## config.mk

```make
export PLATFORM = sky130hd
export DESIGN_NAME = date_validate_and_day_difference
export DESIGN_NICKNAME = d
export VERILOG_FILES = /design/src/sv/dvdd_pkg.sv /design/src/sv/dvdd_date_pipe.sv /design/src/sv/dvdd_compare.sv /design/src/sv/date_validate_and_day_difference.sv
export SDC_FILE = /design/constraint.sdc
export NUM_CORES = 2
export LEC_CHECK = 0
export BUFFER_PORTS_ARGS = -buffer_cell sky130_fd_sc_hd__buf_4
export CAP_MARGIN = 10
export CORE_MARGIN = 2
export CORE_UTILIZATION = 52
export CTS_CLUSTER_DIAMETER = 120
export DETAILED_ROUTE_END_ITERATION = 7
export PLACE_DENSITY_LB_ADDON = 0.1
export SYNTH_ARGS = -nofsm -noshare
export SYNTH_HDL_FRONTEND = slang
export SYNTH_SLANG_ARGS = --single-unit
```

## constraint.sdc

```tcl
create_clock -name clk -period 11.9 [get_ports clk]
set_input_delay 0.595 -clock clk [delete_from_list [all_inputs] [get_ports clk]]
set_output_delay 0.595 -clock clk [all_outputs]
set_load 0.005 [all_outputs]
```

## src/sv/dvdd_pkg.sv

```systemverilog
package dvdd_pkg;

  localparam int YEAR_W   = 14;
  localparam int MONTH_W  = 4;
  localparam int DAY_W    = 5;
  localparam int SERIAL_W = 22;
  localparam int DIFF_W   = 23;
  localparam int CFG_W    = 14;
  localparam int MDAY_W   = 10;

  // Quotient by 100 as a reciprocal multiply: exact for every 14-bit year up to 9999
  localparam int              RECIP_W     = 13;
  localparam logic [RECIP_W-1:0] RECIP_100 = 13'd5243;
  localparam int              RECIP_SHIFT = 19;
  localparam int              PROD_W      = YEAR_W + RECIP_W;
  localparam int              Q_W         = PROD_W - RECIP_SHIFT;

  localparam logic [YEAR_W-1:0]   YEAR_CAP     = 14'd9999;
  localparam logic [YEAR_W-1:0]   LOW_YEAR_RST = 14'd1;
  localparam logic [YEAR_W-1:0]   CUR_YEAR_RST = 14'd2023;
  localparam logic [SERIAL_W-1:0] EPOCH_OFS    = 22'd306;

  typedef enum logic [1:0] {
    ST_OK        = 2'd0,
    ST_BAD_YEAR  = 2'd1,
    ST_BAD_MONTH = 2'd2,
    ST_BAD_DAY   = 2'd3
  } status_t;

  typedef enum logic [1:0] {
    ORD_EQUAL   = 2'd0,
    ORD_EARLIER = 2'd1,
    ORD_LATER   = 2'd2
  } order_t;

  typedef enum logic {
    CFG_LOW_YEAR     = 1'b0,
    CFG_CURRENT_YEAR = 1'b1
  } cfg_idx_t;

  typedef struct packed {
    logic s1;
    logic s2;
    logic s3;
    logic s4;
  } stage_en_t;

  // Days before the month in a March-based year: floor((153*tm - 457) / 5)
  function automatic logic [8:0] month_offset(input logic [MONTH_W-1:0] m);
    logic [8:0] ofs;
    case (m)
      4'd1:    ofs = 9'd306;
      4'd2:    ofs = 9'd337;
      4'd3:    ofs = 9'd0;
      4'd4:    ofs = 9'd31;
      4'd5:    ofs = 9'd61;
      4'd6:    ofs = 9'd92;
      4'd7:    ofs = 9'd122;
      4'd8:    ofs = 9'd153;
      4'd9:    ofs = 9'd184;
      4'd10:   ofs = 9'd214;
      4'd11:   ofs = 9'd245;
      4'd12:   ofs = 9'd275;
      default: ofs = 9'd0;
    endcase
    return ofs;
  endfunction

  function automatic logic [DAY_W-1:0] month_days(input logic [MONTH_W-1:0] m,
                                                  input logic leap);
    logic [DAY_W-1:0] len;
    case (m)
      4'd2:                      len = leap ? 5'd29 : 5'd28;
      4'd4, 4'd6, 4'd9, 4'd11:   len = 5'd30;
      default:                   len = 5'd31;
    endcase
    return len;
  endfunction

endpackage

```

## src/sv/dvdd_date_pipe.sv

```systemverilog
module dvdd_date_pipe
  import dvdd_pkg::*;
(
  input  logic                clk,
  input  stage_en_t           en,
  input  logic [YEAR_W-1:0]   low_year,
  input  logic [YEAR_W-1:0]   current_year,
  input  logic [YEAR_W-1:0]   year,
  input  logic [MONTH_W-1:0]  month,
  input  logic [DAY_W-1:0]    day,
  output status_t             status,
  output logic [SERIAL_W-1:0] serial
);

  // stage 1: range checks, March-based year, quotients by 100
  logic [YEAR_W-1:0] lo, hi, ty;
  logic [YEAR_W:0]   hi_ext;
  logic              yr_ok, mo_ok;
  logic [PROD_W-1:0] prod_y, prod_ty;

  logic [YEAR_W-1:0]  y_r, ty_r;
  logic [MONTH_W-1:0] m_r;
  logic [DAY_W-1:0]   d_r;
  logic               yr_ok_r, mo_ok_r;
  logic [Q_W-1:0]     q_y_r, q_ty_r;

  always_comb begin
    lo     = (low_year == '0) ? YEAR_W'(1) : low_year;
    hi_ext = {1'b0, current_year} + (YEAR_W+1)'(1);
    hi     = (hi_ext > {1'b0, YEAR_CAP}) ? YEAR_CAP : hi_ext[YEAR_W-1:0];
    yr_ok  = (year >= lo) && (year <= hi);
    mo_ok  = month inside {[4'd1:4'd12]};
    ty     = (month < 4'd3) ? year - YEAR_W'(1) : year;
    prod_y  = PROD_W'(year) * PROD_W'(RECIP_100);
    prod_ty = PROD_W'(ty) * PROD_W'(RECIP_100);
  end

  always_ff @(posedge clk) begin
    if (en.s1) begin
      y_r     <= year;
      ty_r    <= ty;
      m_r     <= month;
      d_r     <= day;
      yr_ok_r <= yr_ok;
      mo_ok_r <= mo_ok;
      q_y_r   <= prod_y[PROD_W-1:RECIP_SHIFT];
      q_ty_r  <= prod_ty[PROD_W-1:RECIP_SHIFT];
    end
  end

  // stage 2: leap test, day check, status, year and month-day parts of the day number
  logic [YEAR_W-1:0]   rem100;
  logic                leap, d_ok;
  logic [DAY_W-1:0]    len;
  status_t             st2;
  logic [SERIAL_W-1:0] part;

  status_t             st2_r;
  logic [SERIAL_W-1:0] part_r;
  logic [MDAY_W-1:0]   mday_r;

  always_comb begin
    rem100 = y_r - YEAR_W'(YEAR_W'(q_y_r) * YEAR_W'(100));
    leap   = (y_r[1:0] == 2'b00) && ((rem100 != '0) || (q_y_r[1:0] == 2'b00));
    len    = month_days(m_r, leap);
    d_ok   = (d_r != '0) && (d_r <= len);
    if (!yr_ok_r)      st2 = ST_BAD_YEAR;
    else if (!mo_ok_r) st2 = ST_BAD_MONTH;
    else if (!d_ok)    st2 = ST_BAD_DAY;
    else               st2 = ST_OK;
    part = SERIAL_W'(ty_r) * SERIAL_W'(365) + SERIAL_W'(ty_r >> 2)
           - SERIAL_W'(q_ty_r) + SERIAL_W'(q_ty_r >> 2);
  end

  always_ff @(posedge clk) begin
    if (en.s2) begin
      st2_r  <= st2;
      part_r <= part;
      mday_r <= MDAY_W'(month_offset(m_r)) + MDAY_W'(d_r);
    end
  end

  // stage 3: final day number, zero for an invalid date
  status_t             st3_r;
  logic [SERIAL_W-1:0] serial_r;

  always_ff @(posedge clk) begin
    if (en.s3) begin
      st3_r    <= st2_r;
      serial_r <= (st2_r == ST_OK) ? part_r + SERIAL_W'(mday_r) - EPOCH_OFS : '0;
    end
  end

  assign status = st3_r;
  assign serial = serial_r;

endmodule

```

## src/sv/dvdd_compare.sv

```systemverilog
module dvdd_compare
  import dvdd_pkg::*;
(
  input  logic                      clk,
  input  logic                      en,
  input  status_t                   status_a,
  input  status_t                   status_b,
  input  logic [SERIAL_W-1:0]       serial_a,
  input  logic [SERIAL_W-1:0]       serial_b,
  output status_t                   status_a_o,
  output status_t                   status_b_o,
  output logic [SERIAL_W-1:0]       serial_a_o,
  output logic [SERIAL_W-1:0]       serial_b_o,
  output logic signed [DIFF_W-1:0]  day_difference,
  output order_t                    order
);

  status_t                  st_a_r, st_b_r;
  logic [SERIAL_W-1:0]      ser_a_r, ser_b_r;
  logic signed [DIFF_W-1:0] diff_r;
  order_t                   ord_r;
  order_t                   ord;

  always_comb begin
    if (serial_a == serial_b)     ord = ORD_EQUAL;
    else if (serial_a < serial_b) ord = ORD_EARLIER;
    else                          ord = ORD_LATER;
  end

  always_ff @(posedge clk) begin
    if (en) begin
      st_a_r  <= status_a;
      st_b_r  <= status_b;
      ser_a_r <= serial_a;
      ser_b_r <= serial_b;
      diff_r  <= $signed({1'b0, serial_a} - {1'b0, serial_b});
      ord_r   <= ord;
    end
  end

  assign status_a_o     = st_a_r;
  assign status_b_o     = st_b_r;
  assign serial_a_o     = ser_a_r;
  assign serial_b_o     = ser_b_r;
  assign day_difference = diff_r;
  assign order          = ord_r;

endmodule

```

## src/sv/date_validate_and_day_difference.sv

```systemverilog
// Throughput: one item per cycle while the output is not stalled; four register
// stages, each advancing when the stage after it is empty or moving.
// Reset (synchronous, rst_n low): pipeline empties, the lowest valid year
// returns to 1 and current_year to 2023.
module date_validate_and_day_difference
  import dvdd_pkg::*;
(
  input  logic              clk,
  input  logic              rst_n,
  input  logic              in_tvalid,
  output logic              in_tready,
  // year_a[13:0], month_a[17:14], day_a[22:18], year_b[36:23], month_b[40:37],
  // day_b[45:41], zero [47:46]
  input  logic [47:0]       in_tdata,
  output logic              out_tvalid,
  input  logic              out_tready,
  // status_a[1:0], status_b[3:2], serial_a[25:4], serial_b[47:26],
  // day_difference[70:48], order[72:71], zero [79:73]
  output logic [79:0]       out_tdata,
  input  logic              cfg_we,
  input  logic              cfg_index,
  input  logic [CFG_W-1:0]  cfg_wdata
);

  logic [YEAR_W-1:0] low_year_r, cur_year_r;

  always_ff @(posedge clk) begin
    if (!rst_n) begin
      low_year_r <= LOW_YEAR_RST;
      cur_year_r <= CUR_YEAR_RST;
    end else if (cfg_we) begin
      case (cfg_index)
        CFG_LOW_YEAR:     low_year_r <= cfg_wdata;
        CFG_CURRENT_YEAR: cur_year_r <= cfg_wdata;
        default:          ;
      endcase
    end
  end

  // stage valid bits and the ready chain
  logic      v1_r, v2_r, v3_r, v4_r;
  logic      rdy1, rdy2, rdy3, rdy4;
  stage_en_t en;

  assign rdy4 = !v4_r || out_tready;
  assign rdy3 = !v3_r || rdy4;
  assign rdy2 = !v2_r || rdy3;
  assign rdy1 = !v1_r || rdy2;

  assign en.s1 = in_tvalid && rdy1;
  assign en.s2 = v1_r && rdy2;
  assign en.s3 = v2_r && rdy3;
  assign en.s4 = v3_r && rdy4;

  always_ff @(posedge clk) begin
    if (!rst_n) begin
      v1_r <= 1'b0;
      v2_r <= 1'b0;
      v3_r <= 1'b0;
      v4_r <= 1'b0;
    end else begin
      if (rdy1) v1_r <= in_tvalid;
      if (rdy2) v2_r <= v1_r;
      if (rdy3) v3_r <= v2_r;
      if (rdy4) v4_r <= v3_r;
    end
  end

  assign in_tready  = rdy1;
  assign out_tvalid = v4_r;

  status_t             st_a, st_b;
  logic [SERIAL_W-1:0] ser_a, ser_b;

  dvdd_date_pipe u_pipe_a (
    .clk          (clk),
    .en           (en),
    .low_year     (low_year_r),
    .current_year (cur_year_r),
    .year         (in_tdata[13:0]),
    .month        (in_tdata[17:14]),
    .day          (in_tdata[22:18]),
    .status       (st_a),
    .serial       (ser_a)
  );

  dvdd_date_pipe u_pipe_b (
    .clk          (clk),
    .en           (en),
    .low_year     (low_year_r),
    .current_year (cur_year_r),
    .year         (in_tdata[36:23]),
    .month        (in_tdata[40:37]),
    .day          (in_tdata[45:41]),
    .status       (st_b),
    .serial       (ser_b)
  );

  status_t                  o_st_a, o_st_b;
  logic [SERIAL_W-1:0]      o_ser_a, o_ser_b;
  logic signed [DIFF_W-1:0] o_diff;
  order_t                   o_ord;

  dvdd_compare u_cmp (
    .clk            (clk),
    .en             (en.s4),
    .status_a       (st_a),
    .status_b       (st_b),
    .serial_a       (ser_a),
    .serial_b       (ser_b),
    .status_a_o     (o_st_a),
    .status_b_o     (o_st_b),
    .serial_a_o     (o_ser_a),
    .serial_b_o     (o_ser_b),
    .day_difference (o_diff),
    .order          (o_ord)
  );

  assign out_tdata = {7'b0, o_ord, o_diff, o_ser_b, o_ser_a, o_st_b, o_st_a};

  // an invalid first date never carries a day number
  a_invalid_zero: assert property (@(posedge clk) disable iff (!rst_n)
    out_tvalid && (o_st_a != ST_OK) |-> (o_ser_a == '0))
    else $error("invalid first date with nonzero day number");

  // ordering agrees with the sign of the difference
  a_order_sign: assert property (@(posedge clk) disable iff (!rst_n)
    out_tvalid |-> ((o_ord == ORD_EQUAL) == (o_diff == '0)) &&
                   ((o_ord == ORD_EARLIER) == o_diff[DIFF_W-1]))
    else $error("order code disagrees with day difference");

  // input stalls only behind a held first stage
  a_stall_cause: assert property (@(posedge clk) disable iff (!rst_n)
    !in_tready |-> v1_r && v2_r && v3_r && v4_r && !out_tready)
    else $error("input stalled with room in the pipeline");

  // a held third stage keeps its item
  a_stage_hold: assert property (@(posedge clk) disable iff (!rst_n)
    v3_r && !rdy4 |=> v3_r)
    else $error("item lost in stage three");

endmodule
```

==> impl_metrics.py <==
metrics = {
    "clock_tree": {
        "numCtsBuffers": 41,
        "clock-sinks": 349,
        "ctsResizeCount": 0,
        "clk_pin_slew_ns": 0.06,
        "clockRootBuffer": "clkbuf_16",
        "postCtsSetupBuffers": 0,
        "cts_max_path_buffers": 3,
        "ctsHoldBuffers": 0,
        "worstSkewPairLatency_ns": 0.59,
        "cts_tree": "yes",
        "htreeDepth": 2,
    },
    "global_routing": {
        "grt_max_degree": 74,
        "antenna_found_initial": 3,
        "overflow": 0,
        "grt_pass1_wl_um": 136000,
        "grtUsageTotal": 0.214,
        "grt_pass1_vias": 26600,
    },
    "setup_path": {
        "crit_arrival_ns": 7.26,
        "crit_fanout": 7,
        "crit_required_ns": 12.24,
        "rrSetupSlack_ns": 6.42,
        "critPathLaunchType": "input port",
        "reg2reg_depth": 18,
        "crit_slowest_cell": "fa_1",
        "cpPeakStageDelay_ns": 0.53,
        "crit_path_end_kind": "register",
        "reg2reg_to": "u_pipe_a.part_r[21]",
        "r2r-start": "u_pipe_a.ty_r[5]",
        "crit_type": "input port to register",
    },
    "finish": {
        "antenna_cells": 0,
        "drive_gt1_frac": 0.0634,
        "fin_cells": 5127,
        "syn2layout_area_growth_pct": 9.28,
        "nets": 5360,
        "final_area_um2": 44200,
    },
    "floorplanning": {
        "io_pins": 150,
        "die_y_um": 283,
        "floorplan.initialDensity": 0.523,
        "row_count": 102,
        "die_area_um2": 80000,
        "coreArea_um2": 77200,
        "fp.dieW_um": 283,
    },
    "synth": {
        "synthArstFlopShare": 0,
        "syn_inst": 3882,
        "ys.flop_type": "edfxtp_1",
        "ys_warn_count": 0,
        "synth_edf_count": 299,
        "seq_area_frac_synth": 0.247,
        "synth-seq-cells": 349,
        "syn_area_um2": 40400,
        "synth_cell_type_count": 87,
        "syn_area_per_cell_um2": 10.4,
    },
    "detailed_routing": {
        "drt-pass1-iter-count": 5,
        "drtAntennaViolNets": 0,
        "post_drt_wl_per_cell_um": 15.8,
        "vias_per_cell": 5.07,
        "finalWirelength_um": 80900,
        "route.vias.total": 26000,
        "drtIter0Drc": 918,
        "drcViolationCount": 0,
    },
    "power_and_ir_drop": {
        "seqPwrFrac": 0.157,
        "power.switching_mw": 5.99,
        "p_sw_frac": 0.461,
        "power.total_mw": 13.0,
        "ir_drop_mv": 0.229,
        "power_frac_clock": 0.100,
        "power_density_nw_per_um2": 294,
        "p_comb_frac": 0.744,
        "p_int_mw": 7.00,
        "leakagePower_nw": 21.8,
    },
    "worst_hold_path": {
        "min_path_type": "input port to register",
        "worstHoldEndpoint": "u_pipe_a.d_r[0]",
        "whs_path_depth": 1,
        "worstHoldStart": "in_tdata[18]",
    },
    "timing": {
        "max_clock_freq_mhz": 145,
        "period_minus_slack_ns": 6.92,
        "tightest_slew_ns": 1.03,
        "slew_violations": 0,
        "finalCritPeriodShare": 0.581,
        "fin_skew_ns": 0.0325,
        "setup_violations": 0,
        "rsz0062_at_grt": "no",
        "finalHoldViolCount": 0,
        "finalSetupTns_ns": 0,
        "maxSlewHeadroom": 0.311,
    },
    "flow_run": {
        "max_cap_violations": 0,
    },
    "placement": {
        "place_area_um2": 42800,
        "gp_congestion": 0.869,
        "dp.cells": 5053,
        "port_buffers": 140,
        "dp_hpwl_um": 68400,
    },
    "status": {
        "status": "finished, final reports clean",
    },
}
==> worst max path at each step <==
stage	start	to	depth (start not counted)	slack, ns
floorplan	out_tready	u_pipe_a.mday_r[0]	3	5.50
global placement	in_tdata[23]	u_pipe_b.q_ty_r[6]	27	4.40
detailed placement	in_tdata[23]	u_pipe_b.q_ty_r[6]	27	4.29
CTS	in_tdata[23]	u_pipe_b.q_ty_r[6]	27	4.93
global route	in_tdata[23]	u_pipe_b.q_ty_r[2]	27	4.40
finish	in_tdata[23]	u_pipe_b.q_ty_r[6]	27	4.98
==> cells in the mapped netlist (32+ instances only) <==
cell type	count	area (um^2)
nand2_1	182	683
nand2b_1	42	263
xnor2_1	139	1220
nand3_1	51	255
a21o_1	54	405
dfxtp_1	50	1000
fa_1	421	8430
a21oi_1	132	661
inv_1	926	3480
ha_1	815	10200
nor2b_1	35	219
xor2_1	44	385
edfxtp_1	299	8980
nand4_1	32	200
o21ai_0	98	490
nor3_1	42	210
nor2_1	157	589
==> per-layer routing <==
| layer | global-route usage | wire, um | vias up | share of wire |
|---|---|---|---|---|
| met4 | 0.0475 | 1600 | 2 | 0.020 |
| met2 | 0.355 | 37300 | 402 | 0.46 |
| met3 | 0.0238 | 3310 | 90 | 0.041 |
| met5 | 0 | 11 | - | 0.00014 |
| li1 | - | - | 13100 | - |
| met1 | 0.302 | 38700 | 12400 | 0.48 |
==> cells in the final DEF, fill, tap and decap left out, drive strengths merged, types with 48 or more instances in the layout <==
cell type / n
buf: 151
edfxtp: 299
inv: 929
a21o: 54
o21ai: 113
nor2: 157
xnor2: 139
a21oi: 134
dfxtp: 50
clkbuf: 48
nand2: 183
fa: 421
ha: 815
nand3: 53
==> cell families (layout without fill, tap and decap cells) <==
family,after synthesis,after routing,synth area share
adder cells (fa/ha/maj),1236,1236,0.461
AND/OR/NAND/NOR,647,647,0.0779
AO/OA/AOI/OAI,505,505,0.0828
flip-flops,349,349,0.247
other,1,7,0.0000928
buffers and inverters,952,1151,0.0895
XOR/XNOR,183,183,0.0397
multiplexers,9,9,0.00223
==> worst max-delay path: cells and delay by family <==
family | cells | cell delay [ns]
and+or+nand+nor | 6 | 0.70
AOI/OAI and AO/OA | 7 | 1.73
xor gates and xnor gates | 2 | 0.44
buffers and inverters | 5 | 0.86
adders and majority gates | 7 | 2.90
==> per-stage QoR <==
stage	utilization	setup WS, ns	hold WS, ns
finish	0.572	4.98	0.241
global route	0.572	4.40	0.203
CTS	0.572	4.93	0.205
detailed placement	0.554	4.29	0.405
global placement	0.554	4.40	0.403
floorplan	-	5.50	0.400
==> area by class of cell <==
cell class,count,area (um^2)
clock buffer,48,1140
clock inverter,26,268
fill,6784,33100
inverter,926,3480
multi-input combinational,2587,26900
sequential,349,9980
tap,1040,1300
timing repair buffer,151,1130
==> power by group through the flow <==
stage / Combinational (mW) / Sequential, mW / Clock, mW
global placement: 9.49 / 2.06 / 0
detailed placement: 9.67 / 2.07 / 0
finish: 9.66 / 2.04 / 1.30
CTS: 9.77 / 2.04 / 1.33
floorplan: 7.73 / 2.02 / 0
global route: 11.2 / 2.06 / 1.38
==> registers in the layout, indices dropped and copies added, names as in the netlist, 4 cells and up, named ones only <==
signal                flops
cur_year_r               14
low_year_r               14
u_cmp.day_difference     23
u_cmp.serial_a_o         22
u_cmp.serial_b_o         22
u_pipe_a.d_r              5
u_pipe_a.m_r              4
u_pipe_a.mday_r          10
u_pipe_a.part_r          22
u_pipe_a.q_ty_r           8
u_pipe_a.q_y_r            8
u_pipe_a.serial          22
u_pipe_a.ty_r            14
u_pipe_a.y_r             14
u_pipe_b.d_r              5
u_pipe_b.m_r              4
u_pipe_b.mday_r          10
u_pipe_b.part_r          22
u_pipe_b.q_ty_r           8
u_pipe_b.q_y_r            8
u_pipe_b.serial          22
u_pipe_b.ty_r            14
u_pipe_b.y_r             14
(Power assumes the default switching activity.)
